## src/rtl/pmf_pkg.sv

```systemverilog
`timescale 1ns / 1ps

package pmf_pkg;

    // Largest supported pattern, default for the top-level parameter
    localparam int MAX_PATTERN_DEF = 8;

    // Fixed field widths
    localparam int BYTE_W    = 8;
    localparam int CFG_DATA_W = 64;
    localparam int PAT_LEN_W = 4;
    localparam int CFG_IDX_W = 1;

    // Group size field: holds 0..8 bytes for any legal pattern length
    localparam int GRP_CNT_W = 4;

    // Mask character
    localparam logic [BYTE_W-1:0] STAR_BYTE = 8'h2A;

    // Configuration register indexes
    typedef enum logic [CFG_IDX_W-1:0] {
        CFG_PATTERN_BYTES  = 1'b0,
        CFG_PATTERN_LENGTH = 1'b1
    } cfg_reg_t;

    // Control for one group of result bytes handed to the output buffer
    typedef struct packed {
        logic                 vld;
        logic                 last;
        logic [GRP_CNT_W-1:0] cnt;
    } grp_ctl_t;

endpackage

```

## src/rtl/pmf_cfg.sv

```systemverilog
`timescale 1ns / 1ps

module pmf_cfg #(
    parameter int MAX_PATTERN = pmf_pkg::MAX_PATTERN_DEF,
    localparam int FILL_W = $clog2(MAX_PATTERN + 1)
) (
    input  logic                          clk,
    input  logic                          rst_n,
    input  logic                          cfg_write,
    input  logic [pmf_pkg::CFG_IDX_W-1:0] cfg_index,
    input  logic [pmf_pkg::CFG_DATA_W-1:0] cfg_data,
    output logic [pmf_pkg::CFG_DATA_W-1:0] pat_bytes,
    output logic [FILL_W-1:0]             pat_len
);

    logic [pmf_pkg::CFG_DATA_W-1:0] pattern_bytes_reg;
    logic [pmf_pkg::PAT_LEN_W-1:0]  pattern_length_reg;

    // Register writes
    always_ff @(posedge clk or negedge rst_n)
    begin
        if (!rst_n)
        begin
            pattern_bytes_reg  <= '0;
            pattern_length_reg <= pmf_pkg::PAT_LEN_W'(1);
        end
        else if (cfg_write)
        begin
            case (cfg_index)
                pmf_pkg::CFG_PATTERN_BYTES:
                begin
                    pattern_bytes_reg <= cfg_data;
                end
                pmf_pkg::CFG_PATTERN_LENGTH:
                begin
                    pattern_length_reg <= cfg_data[pmf_pkg::PAT_LEN_W-1:0];
                end
                default:
                begin
                    pattern_bytes_reg <= pattern_bytes_reg;
                end
            endcase
        end
    end

    // Effective length: zero acts as one, oversize clamps to the maximum
    always_comb
    begin
        if (pattern_length_reg == '0)
            pat_len = FILL_W'(1);
        else if (pattern_length_reg > pmf_pkg::PAT_LEN_W'(MAX_PATTERN))
            pat_len = FILL_W'(MAX_PATTERN);
        else
            pat_len = FILL_W'(pattern_length_reg);
    end

    assign pat_bytes = pattern_bytes_reg;

endmodule

```

## src/rtl/pmf_window.sv

```systemverilog
`timescale 1ns / 1ps

module pmf_window #(
    parameter int MAX_PATTERN = pmf_pkg::MAX_PATTERN_DEF,
    localparam int FILL_W = $clog2(MAX_PATTERN + 1),
    localparam int IDX_W  = (MAX_PATTERN > 1) ? $clog2(MAX_PATTERN) : 1,
    localparam int SUM_W  = FILL_W + 1
) (
    input  logic                                         clk,
    input  logic                                         rst_n,
    input  logic                                         in_valid,
    output logic                                         in_stall,
    input  logic [pmf_pkg::BYTE_W-1:0]                   data_byte,
    input  logic                                         in_last,
    input  logic [pmf_pkg::CFG_DATA_W-1:0]               pat_bytes,
    input  logic [FILL_W-1:0]                            pat_len,
    input  logic                                         room,
    output pmf_pkg::grp_ctl_t                            grp_ctl,
    output logic [MAX_PATTERN-1:0][pmf_pkg::BYTE_W-1:0]  grp_bytes
);

    // Input register
    logic                       ir_vld_reg, ir_vld_next;
    logic [pmf_pkg::BYTE_W-1:0] ir_byte_reg;
    logic                       ir_last_reg;

    // Window, oldest byte at index 0
    logic [MAX_PATTERN-1:0][pmf_pkg::BYTE_W-1:0] win_reg, win_next;
    logic [FILL_W-1:0]                           fill_reg, fill_next;

    logic [MAX_PATTERN-1:0][pmf_pkg::BYTE_W-1:0] w, r;
    logic [MAX_PATTERN-1:0][SUM_W-1:0]           cmp_idx, keep_idx;
    logic [FILL_W-1:0]                           wfill, surplus, pop_cnt, emit_cnt;
    logic                                        accept, step_go, full, match;

    // Handshake: the input register drains whenever the output buffer has room
    assign step_go     = ir_vld_reg & room;
    assign in_stall    = ir_vld_reg & ~room;
    assign accept      = in_valid & ~in_stall;
    assign ir_vld_next = accept | (ir_vld_reg & ~step_go);

    // One step of the window
    always_comb
    begin
        wfill = fill_reg + FILL_W'(1);
        full  = (wfill >= pat_len);
        surplus = (wfill > pat_len) ? (wfill - pat_len) : '0;

        // Window with the new byte appended
        for (int k = 0; k < MAX_PATTERN; k++)
            w[k] = (fill_reg == FILL_W'(k)) ? ir_byte_reg : win_reg[k];

        // Candidate match region, past the surplus bytes
        for (int k = 0; k < MAX_PATTERN; k++)
        begin
            cmp_idx[k] = SUM_W'(surplus) + SUM_W'(k);
            r[k] = (cmp_idx[k] < SUM_W'(MAX_PATTERN)) ? w[cmp_idx[k][IDX_W-1:0]] : '0;
        end

        match = full;
        for (int k = 0; k < MAX_PATTERN; k++)
            if ((FILL_W'(k) < pat_len) && (r[k] != pat_bytes[8*k +: 8]))
                match = 1'b0;

        // Unmatched: emit surplus plus oldest when full; flush all on last
        if (ir_last_reg)
            pop_cnt = wfill;
        else if (full)
            pop_cnt = surplus + FILL_W'(1);
        else
            pop_cnt = surplus;

        // Matched: surplus bytes then stars, window empties
        emit_cnt = match ? wfill : pop_cnt;

        for (int j = 0; j < MAX_PATTERN; j++)
            grp_bytes[j] = (match && (FILL_W'(j) >= surplus)) ? pmf_pkg::STAR_BYTE : w[j];

        for (int k = 0; k < MAX_PATTERN; k++)
        begin
            keep_idx[k] = SUM_W'(emit_cnt) + SUM_W'(k);
            win_next[k] = (keep_idx[k] < SUM_W'(MAX_PATTERN))
                        ? w[keep_idx[k][IDX_W-1:0]] : '0;
        end
        fill_next = wfill - emit_cnt;

        grp_ctl.vld  = step_go && (emit_cnt != '0);
        grp_ctl.last = ir_last_reg;
        grp_ctl.cnt  = pmf_pkg::GRP_CNT_W'(emit_cnt);
    end

    // Control state
    always_ff @(posedge clk or negedge rst_n)
    begin
        if (!rst_n)
        begin
            ir_vld_reg <= 1'b0;
            fill_reg   <= '0;
        end
        else
        begin
            ir_vld_reg <= ir_vld_next;
            if (step_go)
                fill_reg <= fill_next;
        end
    end

    // Payload
    always_ff @(posedge clk)
    begin
        if (accept)
        begin
            ir_byte_reg <= data_byte;
            ir_last_reg <= in_last;
        end
        if (step_go)
            win_reg <= win_next;
    end

endmodule

```

## src/rtl/pmf_obuf.sv

```systemverilog
`timescale 1ns / 1ps

module pmf_obuf #(
    parameter int MAX_PATTERN = pmf_pkg::MAX_PATTERN_DEF,
    localparam int DEPTH = 2 * MAX_PATTERN,
    localparam int CNT_W = $clog2(DEPTH + 1),
    localparam int IDX_W = (MAX_PATTERN > 1) ? $clog2(MAX_PATTERN) : 1
) (
    input  logic                                        clk,
    input  logic                                        rst_n,
    input  pmf_pkg::grp_ctl_t                           grp_ctl,
    input  logic [MAX_PATTERN-1:0][pmf_pkg::BYTE_W-1:0] grp_bytes,
    output logic                                        room,
    output logic                                        out_valid,
    input  logic                                        out_stall,
    output logic [pmf_pkg::BYTE_W-1:0]                  out_byte,
    output logic                                        out_last
);

    // Byte queue, head at index 0
    logic [DEPTH-1:0][pmf_pkg::BYTE_W-1:0] q_reg, q_next, q_sh;
    logic [DEPTH-1:0]                      l_reg, l_next, l_sh;
    logic [CNT_W-1:0]                      cnt_reg, cnt_next, base, grp_n;
    logic [DEPTH-1:0][CNT_W-1:0]           off;
    logic [DEPTH-1:0]                      hit;
    logic                                  pop;

    assign out_valid = (cnt_reg != '0);
    assign out_byte  = q_reg[0];
    assign out_last  = l_reg[0];
    assign pop       = out_valid & ~out_stall;
    assign room      = (cnt_reg <= CNT_W'(MAX_PATTERN));

    // Pop the head, then append the new group after the remaining entries
    always_comb
    begin
        q_sh  = pop ? (q_reg >> pmf_pkg::BYTE_W) : q_reg;
        l_sh  = pop ? (l_reg >> 1) : l_reg;
        base  = cnt_reg - CNT_W'(pop);
        grp_n = grp_ctl.vld ? CNT_W'(grp_ctl.cnt) : '0;
        for (int i = 0; i < DEPTH; i++)
        begin
            off[i] = CNT_W'(i) - base;
            hit[i] = (CNT_W'(i) >= base) && (off[i] < grp_n);
            q_next[i] = hit[i] ? grp_bytes[off[i][IDX_W-1:0]] : q_sh[i];
            l_next[i] = hit[i] ? (grp_ctl.last && (off[i] == grp_n - CNT_W'(1))) : l_sh[i];
        end
        cnt_next = base + grp_n;
    end

    // Fill count
    always_ff @(posedge clk or negedge rst_n)
    begin
        if (!rst_n)
            cnt_reg <= '0;
        else
            cnt_reg <= cnt_next;
    end

    // Queue contents
    always_ff @(posedge clk)
    begin
        q_reg <= q_next;
        l_reg <= l_next;
    end

endmodule

```

## src/rtl/pattern_mask_filter_core.sv

```systemverilog
`timescale 1ns / 1ps

// Channel | Valid     | Stall     | Payload
// --------+-----------+-----------+--------------------------------------
// input   | in_valid  | in_stall  | data_byte[7:0], in_last
// output  | out_valid | out_stall | out_byte[7:0], out_last
// config  | cfg_write | (none)    | cfg_index, cfg_data[63:0]
//
// One input transaction per cycle while in_stall is low; a step emits 0 to MAX_PATTERN bytes.
// Results leave one per cycle while out_stall is low, after the input register and the queue.
// A queue of 2*MAX_PATTERN bytes decouples the sides; in_stall rises only
// while the queue holds more than MAX_PATTERN bytes.
// rst_n clears the window fill, input register valid flag and queue count at once.

module pattern_mask_filter_core #(
    parameter int MAX_PATTERN = pmf_pkg::MAX_PATTERN_DEF
) (
    input  logic                           clk,
    input  logic                           rst_n,
    input  logic                           cfg_write,
    input  logic [pmf_pkg::CFG_IDX_W-1:0]  cfg_index,
    input  logic [pmf_pkg::CFG_DATA_W-1:0] cfg_data,
    input  logic                           in_valid,
    output logic                           in_stall,
    input  logic [pmf_pkg::BYTE_W-1:0]     data_byte,
    input  logic                           in_last,
    output logic                           out_valid,
    input  logic                           out_stall,
    output logic [pmf_pkg::BYTE_W-1:0]     out_byte,
    output logic                           out_last
);

    localparam int FILL_W = $clog2(MAX_PATTERN + 1);

    logic [pmf_pkg::CFG_DATA_W-1:0]              pat_bytes;
    logic [FILL_W-1:0]                           pat_len;
    logic                                        room;
    pmf_pkg::grp_ctl_t                           grp_ctl;
    logic [MAX_PATTERN-1:0][pmf_pkg::BYTE_W-1:0] grp_bytes;

    // Pattern registers
    pmf_cfg #(
        .MAX_PATTERN (MAX_PATTERN)
    ) u_cfg (
        .clk       (clk),
        .rst_n     (rst_n),
        .cfg_write (cfg_write),
        .cfg_index (cfg_index),
        .cfg_data  (cfg_data),
        .pat_bytes (pat_bytes),
        .pat_len   (pat_len)
    );

    // Input register and match window
    pmf_window #(
        .MAX_PATTERN (MAX_PATTERN)
    ) u_window (
        .clk       (clk),
        .rst_n     (rst_n),
        .in_valid  (in_valid),
        .in_stall  (in_stall),
        .data_byte (data_byte),
        .in_last   (in_last),
        .pat_bytes (pat_bytes),
        .pat_len   (pat_len),
        .room      (room),
        .grp_ctl   (grp_ctl),
        .grp_bytes (grp_bytes)
    );

    // Output queue
    pmf_obuf #(
        .MAX_PATTERN (MAX_PATTERN)
    ) u_obuf (
        .clk       (clk),
        .rst_n     (rst_n),
        .grp_ctl   (grp_ctl),
        .grp_bytes (grp_bytes),
        .room      (room),
        .out_valid (out_valid),
        .out_stall (out_stall),
        .out_byte  (out_byte),
        .out_last  (out_last)
    );

endmodule

```

## config.mk

```make
export PLATFORM = sky130hd
export DESIGN_NAME = pattern_mask_filter_core
export DESIGN_NICKNAME = d
export VERILOG_FILES = /design/src/rtl/pmf_pkg.sv /design/src/rtl/pmf_cfg.sv /design/src/rtl/pmf_window.sv /design/src/rtl/pmf_obuf.sv /design/src/rtl/pattern_mask_filter_core.sv
export SDC_FILE = /design/constraint.sdc
export NUM_CORES = 1
export LEC_CHECK = 0
export BUFFER_PORTS_ARGS = -buffer_cell sky130_fd_sc_hd__buf_2
export CAP_MARGIN = 10
export CORE_UTILIZATION = 30
export DETAILED_ROUTE_END_ITERATION = 12
export HOLD_SLACK_MARGIN = 0.02
export MAX_ROUTING_LAYER = met4
export SLEW_MARGIN = 20
export SYNTH_ARGS = -nofsm -noshare
export SYNTH_HDL_FRONTEND = slang
export SYNTH_SLANG_ARGS = --single-unit
```

## constraint.sdc

```tcl
create_clock -name clk -period 11.2 [get_ports clk]
set_input_delay 1.12 -clock clk [delete_from_list [all_inputs] [get_ports clk]]
set_output_delay 1.12 -clock clk [all_outputs]
set_load 0.02 [all_outputs]
```

* After elaboration in Yosys (flattened, before gate mapping)
Index checks and enable logic that the tools add are counted.
Word-level totals: input bits 79, register bits after elaboration 295
Operators by class: order comparisons 100, reduce and logical (&&, ||, !) cells 71, multiplexer cells 137, add/subtract/negate cells 37, bitwise gates (word level) 11, equal/unequal tests 31
Operators with widths (number):
- $bmux 8 s3 | 32
- $mux 8 | 72
- $lt 3x4->1 const B | 32
- $mux 128 | 1
- $eq 5x5->1 | 16
- $lt 5x5->1 | 16
- $lt 5x4->1 const B | 14
- $ne 8x8->1 | 8
- $logic_and 1x1->1 | 49
- $add 4x3->5 const B | 8
- $ge 4x5->1 const A | 8
- $sub 4x5->5 const A | 8
- $reduce_bool 2->1 | 16
- $mux 4 | 7
- $mux 1 | 24
- $add 4x2->5 const B | 4
- $ge 3x5->1 const A | 4
- $sub 3x5->5 const A | 4
- $eq 4x3->1 const B | 4
- $ge 3x4->1 const A | 4
- $lt 3x4->1 const A | 4
- $mux 16 | 1
- $add 4x1->5 const B | 2
- $ge 1x5->1 const A | 2
- other kinds (26) | 47

* Logic depth before layout (Yosys ltp)
depth in word-level cells 26, gate-level depth with buffers 43

* By module
Synthesis repeated with hierarchy kept, for this count alone.
Unflattened totals: cell total of the unflattened synthesis 2654, area, all modules 26331.5 µm²
By module, submodules not included:
- pmf_window | instances 1, sequential area each 2317.2 µm², area an instance 12172.9 µm², cells an instance 1536
- pmf_obuf | instances 1, sequential area each 4449.3 µm², area an instance 11277.1 µm², cells an instance 968
- pmf_cfg | instances 1, sequential area each 1702.9 µm², area an instance 2881.5 µm², cells an instance 150

* Worst setup path before layout
No wires, ideal clock.
path kind register to register, start point reg u_window.fill_reg[2], end point reg u_obuf.l_reg[9] (enable), path buffers 13, path slack 1477 ps, stages on the path, launching flop included 39, data arrival time 9389 ps, period minus slack after synthesis 9723 ps, cell sequence dfrtp_1 -> buf_2 -> buf_1 -> xnor2_1 -> inv_1 -> ha_1 -> buf_2 -> nand2b_1 -> clkbuf_1 -> a21o_1 -> buf_4 -> buf_2 -> clkbuf_1 -> ha_1 -> buf_1 -> clkbuf_1 -> clkbuf_1 -> mux4_2 -> [... 3 more ...] -> a211o_1 -> o31ai_1 -> nand2_1 -> mux2_2 -> buf_2 -> buf_2 -> buf_2 -> ha_1 -> inv_1 -> a21oi_1 -> or3_1 -> inv_1 -> ha_1 -> o21bai_1 -> maj3_2 -> a2111oi_4 -> inv_1 -> nand2_1
Between the ends: word-level cells in the longest chain between the ends 23, elaborated cells between the ends (all ways) 94
Ends and longest elaborated chain:
- start: declaration | RTL line pmf_window.sv:29 | logic [FILL_W-1:0] fill_reg, fill_next;
- start signal: assignment | RTL line pmf_window.sv:104 | fill_reg <= fill_next;
- $add 4x1->4 | RTL line pmf_window.sv:45 | wfill = fill_reg + FILL_W'(1);
- $sub 4x4->4 or $gt 4x4->1 (tied branches) | RTL line pmf_window.sv:47 | surplus = (wfill > pat_len) ? (wfill - pat_len) : '0;
- $mux 4 | RTL line pmf_window.sv:47
- $add 4x1->5 or $bmux 8 s3 (tied branches) | RTL line pmf_window.sv:56, pmf_window.sv:57
- $bmux 8 s3 or $mux 8 (tied branches) | RTL line pmf_window.sv:57 | r[k] = (cmp_idx[k] < SUM_W'(MAX_PATTERN)) ? w[cmp_idx[k][IDX_W-1:0]] : '0;
- $mux 8 (implied by the code) | RTL line pmf_window.sv:57
- $mux 8 or $ne 8x8->1 (tied branches) | RTL line pmf_window.sv:57, pmf_window.sv:62
- $ne 8x8->1 or $logic_and 1x1->1 (tied branches) | RTL line pmf_window.sv:62 | if ((FILL_W'(k) < pat_len) && (r[k] != pat_bytes[8*k +: 8]))
- $logic_and 1x1->1 or $mux 1 (tied branches) | RTL line pmf_window.sv:62
- $mux 1 (7 in a row) | RTL line pmf_window.sv:62
- $mux 4 * | RTL line pmf_window.sv:74 | emit_cnt = match ? wfill : pop_cnt;
- $reduce_bool 4->1 | RTL line pmf_window.sv:87 | grp_ctl.vld = step_go && (emit_cnt != '0);
- $logic_and 1x1->1 | RTL line pmf_window.sv:87
- $mux 4 * | RTL line pmf_obuf.sv:40 | grp_n = grp_ctl.vld ? CNT_W'(grp_ctl.cnt) : '0;
- $lt 5x5->1 * | RTL line pmf_obuf.sv:44 | hit[i] = (CNT_W'(i) >= base) && (off[i] < grp_n);
- $logic_and 1x1->1 * | RTL line pmf_obuf.sv:44
- $reduce_bool 2->1 (no source line) *
- end signal: assignment | RTL line pmf_obuf.sv:64 | l_reg <= l_next;
- end: declaration | RTL line pmf_obuf.sv:22 | logic [DEPTH-1:0] l_reg, l_next, l_sh;
Mark *: on every way between the ends. The rest lies on a longest branch, timed or not. The select of a mux whose other input is x is not followed. A chain may end at the register's enable or synchronous reset.

* Worst setup path after layout
start point reg u_window.fill_reg[0], end point reg u_obuf.q_reg[76] in the netlist's numbering (enable)
Between the ends: word-level cells in the longest chain between the ends 23, elaborated cells between the ends (all ways) 94
Ends and longest elaborated chain:
- $add 4x1->4 | RTL line pmf_window.sv:45
- $sub 4x4->4 or $gt 4x4->1 (tied branches) | RTL line pmf_window.sv:47
- $mux 4 | RTL line pmf_window.sv:47
- $add 4x1->5 or $bmux 8 s3 (tied branches) | RTL line pmf_window.sv:56, pmf_window.sv:57
- $bmux 8 s3 or $mux 8 (tied branches) | RTL line pmf_window.sv:57
- $mux 8 (implied by the code) | RTL line pmf_window.sv:57
- $mux 8 or $ne 8x8->1 (tied branches) | RTL line pmf_window.sv:57, pmf_window.sv:62
- $ne 8x8->1 or $logic_and 1x1->1 (tied branches) | RTL line pmf_window.sv:62
- $logic_and 1x1->1 or $mux 1 (tied branches) | RTL line pmf_window.sv:62
- $mux 1 (7 in a row) | RTL line pmf_window.sv:62
- $mux 4 * | RTL line pmf_window.sv:74
- $reduce_bool 4->1 | RTL line pmf_window.sv:87
- $logic_and 1x1->1 | RTL line pmf_window.sv:87
- $mux 4 * | RTL line pmf_obuf.sv:40
- $lt 5x5->1 * | RTL line pmf_obuf.sv:44
- $logic_and 1x1->1 * | RTL line pmf_obuf.sv:44
- $reduce_bool 2->1 (no source line) *
- end signal: assignment | RTL line pmf_obuf.sv:63 | q_reg <= q_next;
- end: declaration | RTL line pmf_obuf.sv:21 | logic [DEPTH-1:0][pmf_pkg::BYTE_W-1:0] q_reg, q_next, q_sh;
Marked as above.

==> impl_metrics.yaml <==
outcome:
  status: "complete, no violations"
setup_path:
  startpoint_type: "flip-flop"
  endpoint: "u_obuf.q_reg[76]"
  reg2regPathDepth: 29
  crit_path_max_fanout: 29
  cpMaxStageDelayCell: "a2111oi_4"
  critPathMaxStageDelay_ns: 0.78
  cp.required_ns: 11.42
  r2r-start: "u_window.fill_reg[0]"
  cpMostUsedCell: "inv_1"
  critPathCaptureType: "flip-flop"
  crit_start: "u_window.fill_reg[0]"
  r2r_end: "u_obuf.q_reg[76]"
  critPathKind: "reg -> reg"
  arrival_ns: 10.75
  r2r_setup_slack_ns: 0.67
sta:
  setup_viol: 0
  relSlewSlack_pct: 24.08
  period_minus_slack_ns: 10.53
  setup_tns_ns: 0
  fmax_mhz: 94.94
  timing.final.max_slew_violations: 0
  finalHoldViolCount: 0
  finalClockSkew_ns: 0.03612
  worst_slew_pin_slew_ns: 1.131
  rsz0062_at_grt: "no"
  period_share_pct: 94.04
place:
  dp.cells: 3460
  hpwl_mm: 72.48
  io_buffers: 89
  gp_congestion: 1.096
die:
  std_cell_rows: 103
  die_y_um: 286.4
  initial_core_util_pct: 30.51
  io-pin-count: 90
  die_area_um2: 82000
  dieWidth_um: 286.4
  core_um2: 79520
clock_tree:
  clockBufferDepth: 3
  cts_tree: "yes"
  clockRootBuffer: "clkbuf_16"
  cts-htree-levels: 2
  postCtsSetupBuffers: 0
  cts_buffers: 36
  clk_latency_ns: 0.59
  cts.sinks: 295
  clk_pin_slew_worst_paths_ns: 0.07
route:
  vias: 21290
  post-route-drc-count: 0
  first_pass_iters: 6
  drt-initial-drc-count: 2817
  via_per_inst: 6.033
  drt_wl_total_mm: 96.18
  wl_per_cell_um: 27.25
  drtAntennaViolNets: 0
synthesis:
  synth_compound_area_share_pct: 19.33
  synthFlopType: "edfxtp_1"
  synth_warnings: 0
  netlist-cell-type-count: 99
  synth-simple-area-share_pct: 11.99
  synth_xor_area_share_pct: 3.791
  synth_edf_count: 217
  synth_nets: 2561
  async_flop_share_pct: 26.44
  synth.avg_cell_area_um2: 10.09
  synth_area_um2: 24260
  synth-seq-cells: 295
  synth_top_family_by_area: "multiplexers"
  synth.area.mux_share_pct: 21.65
  synth-seq-area-share_pct: 34.91
  synthAdderAreaFrac_pct: 4.240
  synthCells: 2405
cells_and_area:
  nets: 2604
  largest_reg_flops: 120
  area_growth_syn_to_layout_pct: 11.72
  instances_no_fill: 3529
  layout_common_cells: "226 x mux2_2, 217 x edfxtp_1, 189 x nor2_1, 189 x nand2_1, 172 x mux2i_1"
  drive_gt1_share_pct: 21.73
  final_common_cell: "mux2_2"
global_routing:
  grt_start_max_net_pins: 80
  grt_pass1_wl_mm: 138.1
  overflow: 0
  antenna_found_initial: 3
  track_usage_pct: 23.51
  grt_pass1_vias: 20060
hold_path:
  hold_path.class: "in -> async"
flow_run:
  max-cap-violations: 0
## kinds of logic after synthesis
logic type | Yosys count
simple gates | 609
mux | 443
xor+xnor | 105
compound gates | 639
flops | 295
fa+ha+maj | 81
buf+inv | 233
## critical path, delay by kind of cell, from the launching register on
family | cells | cell delay [ns]
adders and majority gates | 6 | 2.23
and+or+nand+nor | 5 | 1.87
buffers and inverters | 6 | 1.04
AOI/OAI and AO/OA | 10 | 3.38
muxes | 2 | 1.05
DFF | 1 | 0.53
## cell usage after synthesis (18+ instances only)
master      n  share of area (%)
dfrtp_1    77                7.9
nor2b_1    38               0.98
xor2_1     38                1.4
o31ai_1    27               0.84
a22oi_1    27               0.84
edfxtp_1  217                 27
mux2_2    226                 10
inv_1      71                1.1
nor3_1     32               0.66
ha_1       74                3.8
mux2i_1   172                7.1
nor2_1    190                2.9
a21oi_1    90                1.9
buf_2      37               0.76
a21o_1     24               0.74
nand2_1   189                2.9
o211ai_1   28               0.87
a211oi_1   66                2.0
nand3_1    36               0.74
a32oi_1    18               0.65
o22ai_1   106                2.7
o32ai_1    26               0.94
o21ai_0    48               0.99
mux4_2     41                3.8
clkbuf_1   88                1.4
xnor2_1    67                2.4
## routing by layer
layer | wire (µm) | track usage [%] | up-vias
met5 | 0 | - | -
met4 | 4734 | 10.00 | 0
met3 | 9383 | 5.167 | 259
met2 | 42800 | 35.96 | 1173
met1 | 39270 | 29.81 | 10470
li1 | - | - | 9395
## final cells by class
type | instances | area, µm²
flip-flops and latches | 295 | 8469
inverters | 77 | 289.0
repair buffers | 161 | 988.4
multi-input cells | 1877 | 14880
clock buffers | 49 | 979.7
fillers | 8056 | 52410
clock inverters | 17 | 178.9
diodes | 3 | 7.507
well taps | 1050 | 1314
## how the worst min path moves through the flow
stage	startpoint	to	slack (ns)	depth (start not counted)
after floorplan	u_window.ir_vld_reg	u_window.ir_vld_reg	0.49	2
after global placement	u_obuf.q_reg[85]	u_obuf.q_reg[77]	0.51	1
after detailed placement	u_obuf.q_reg[78]	u_obuf.q_reg[70]	0.51	2
after CTS	rst_n	u_window.fill_reg[0]	0.47	1
after global routing	rst_n	u_window.fill_reg[0]	0.49	1
final	rst_n	u_window.fill_reg[0]	0.45	1
## through the flow
step | cell area [µm²] | setup slack [ns] | utilization (%) | hold slack, ns
after global placement | 25930 | 0.9826 | 32.61 | 0.5079
after floorplan | 24260 | 1.477 | - | 0.4893
after CTS | 27090 | 0.7621 | 34.06 | 0.4657
final | 27100 | 0.6670 | 34.08 | 0.4545
after detailed placement | 25930 | 0.8515 | 32.61 | 0.5145
after global routing | 27100 | 0.02404 | 34.08 | 0.4867
## what timing repair did
action	4_1_cts	5_1_grt
hold buffers	0	0
gates resized for setup	0	0
setup endpoints to repair	0	9
Power is not shown: default switching activity piles up to over one toggle a cycle in this logic, so the estimate is an artifact.
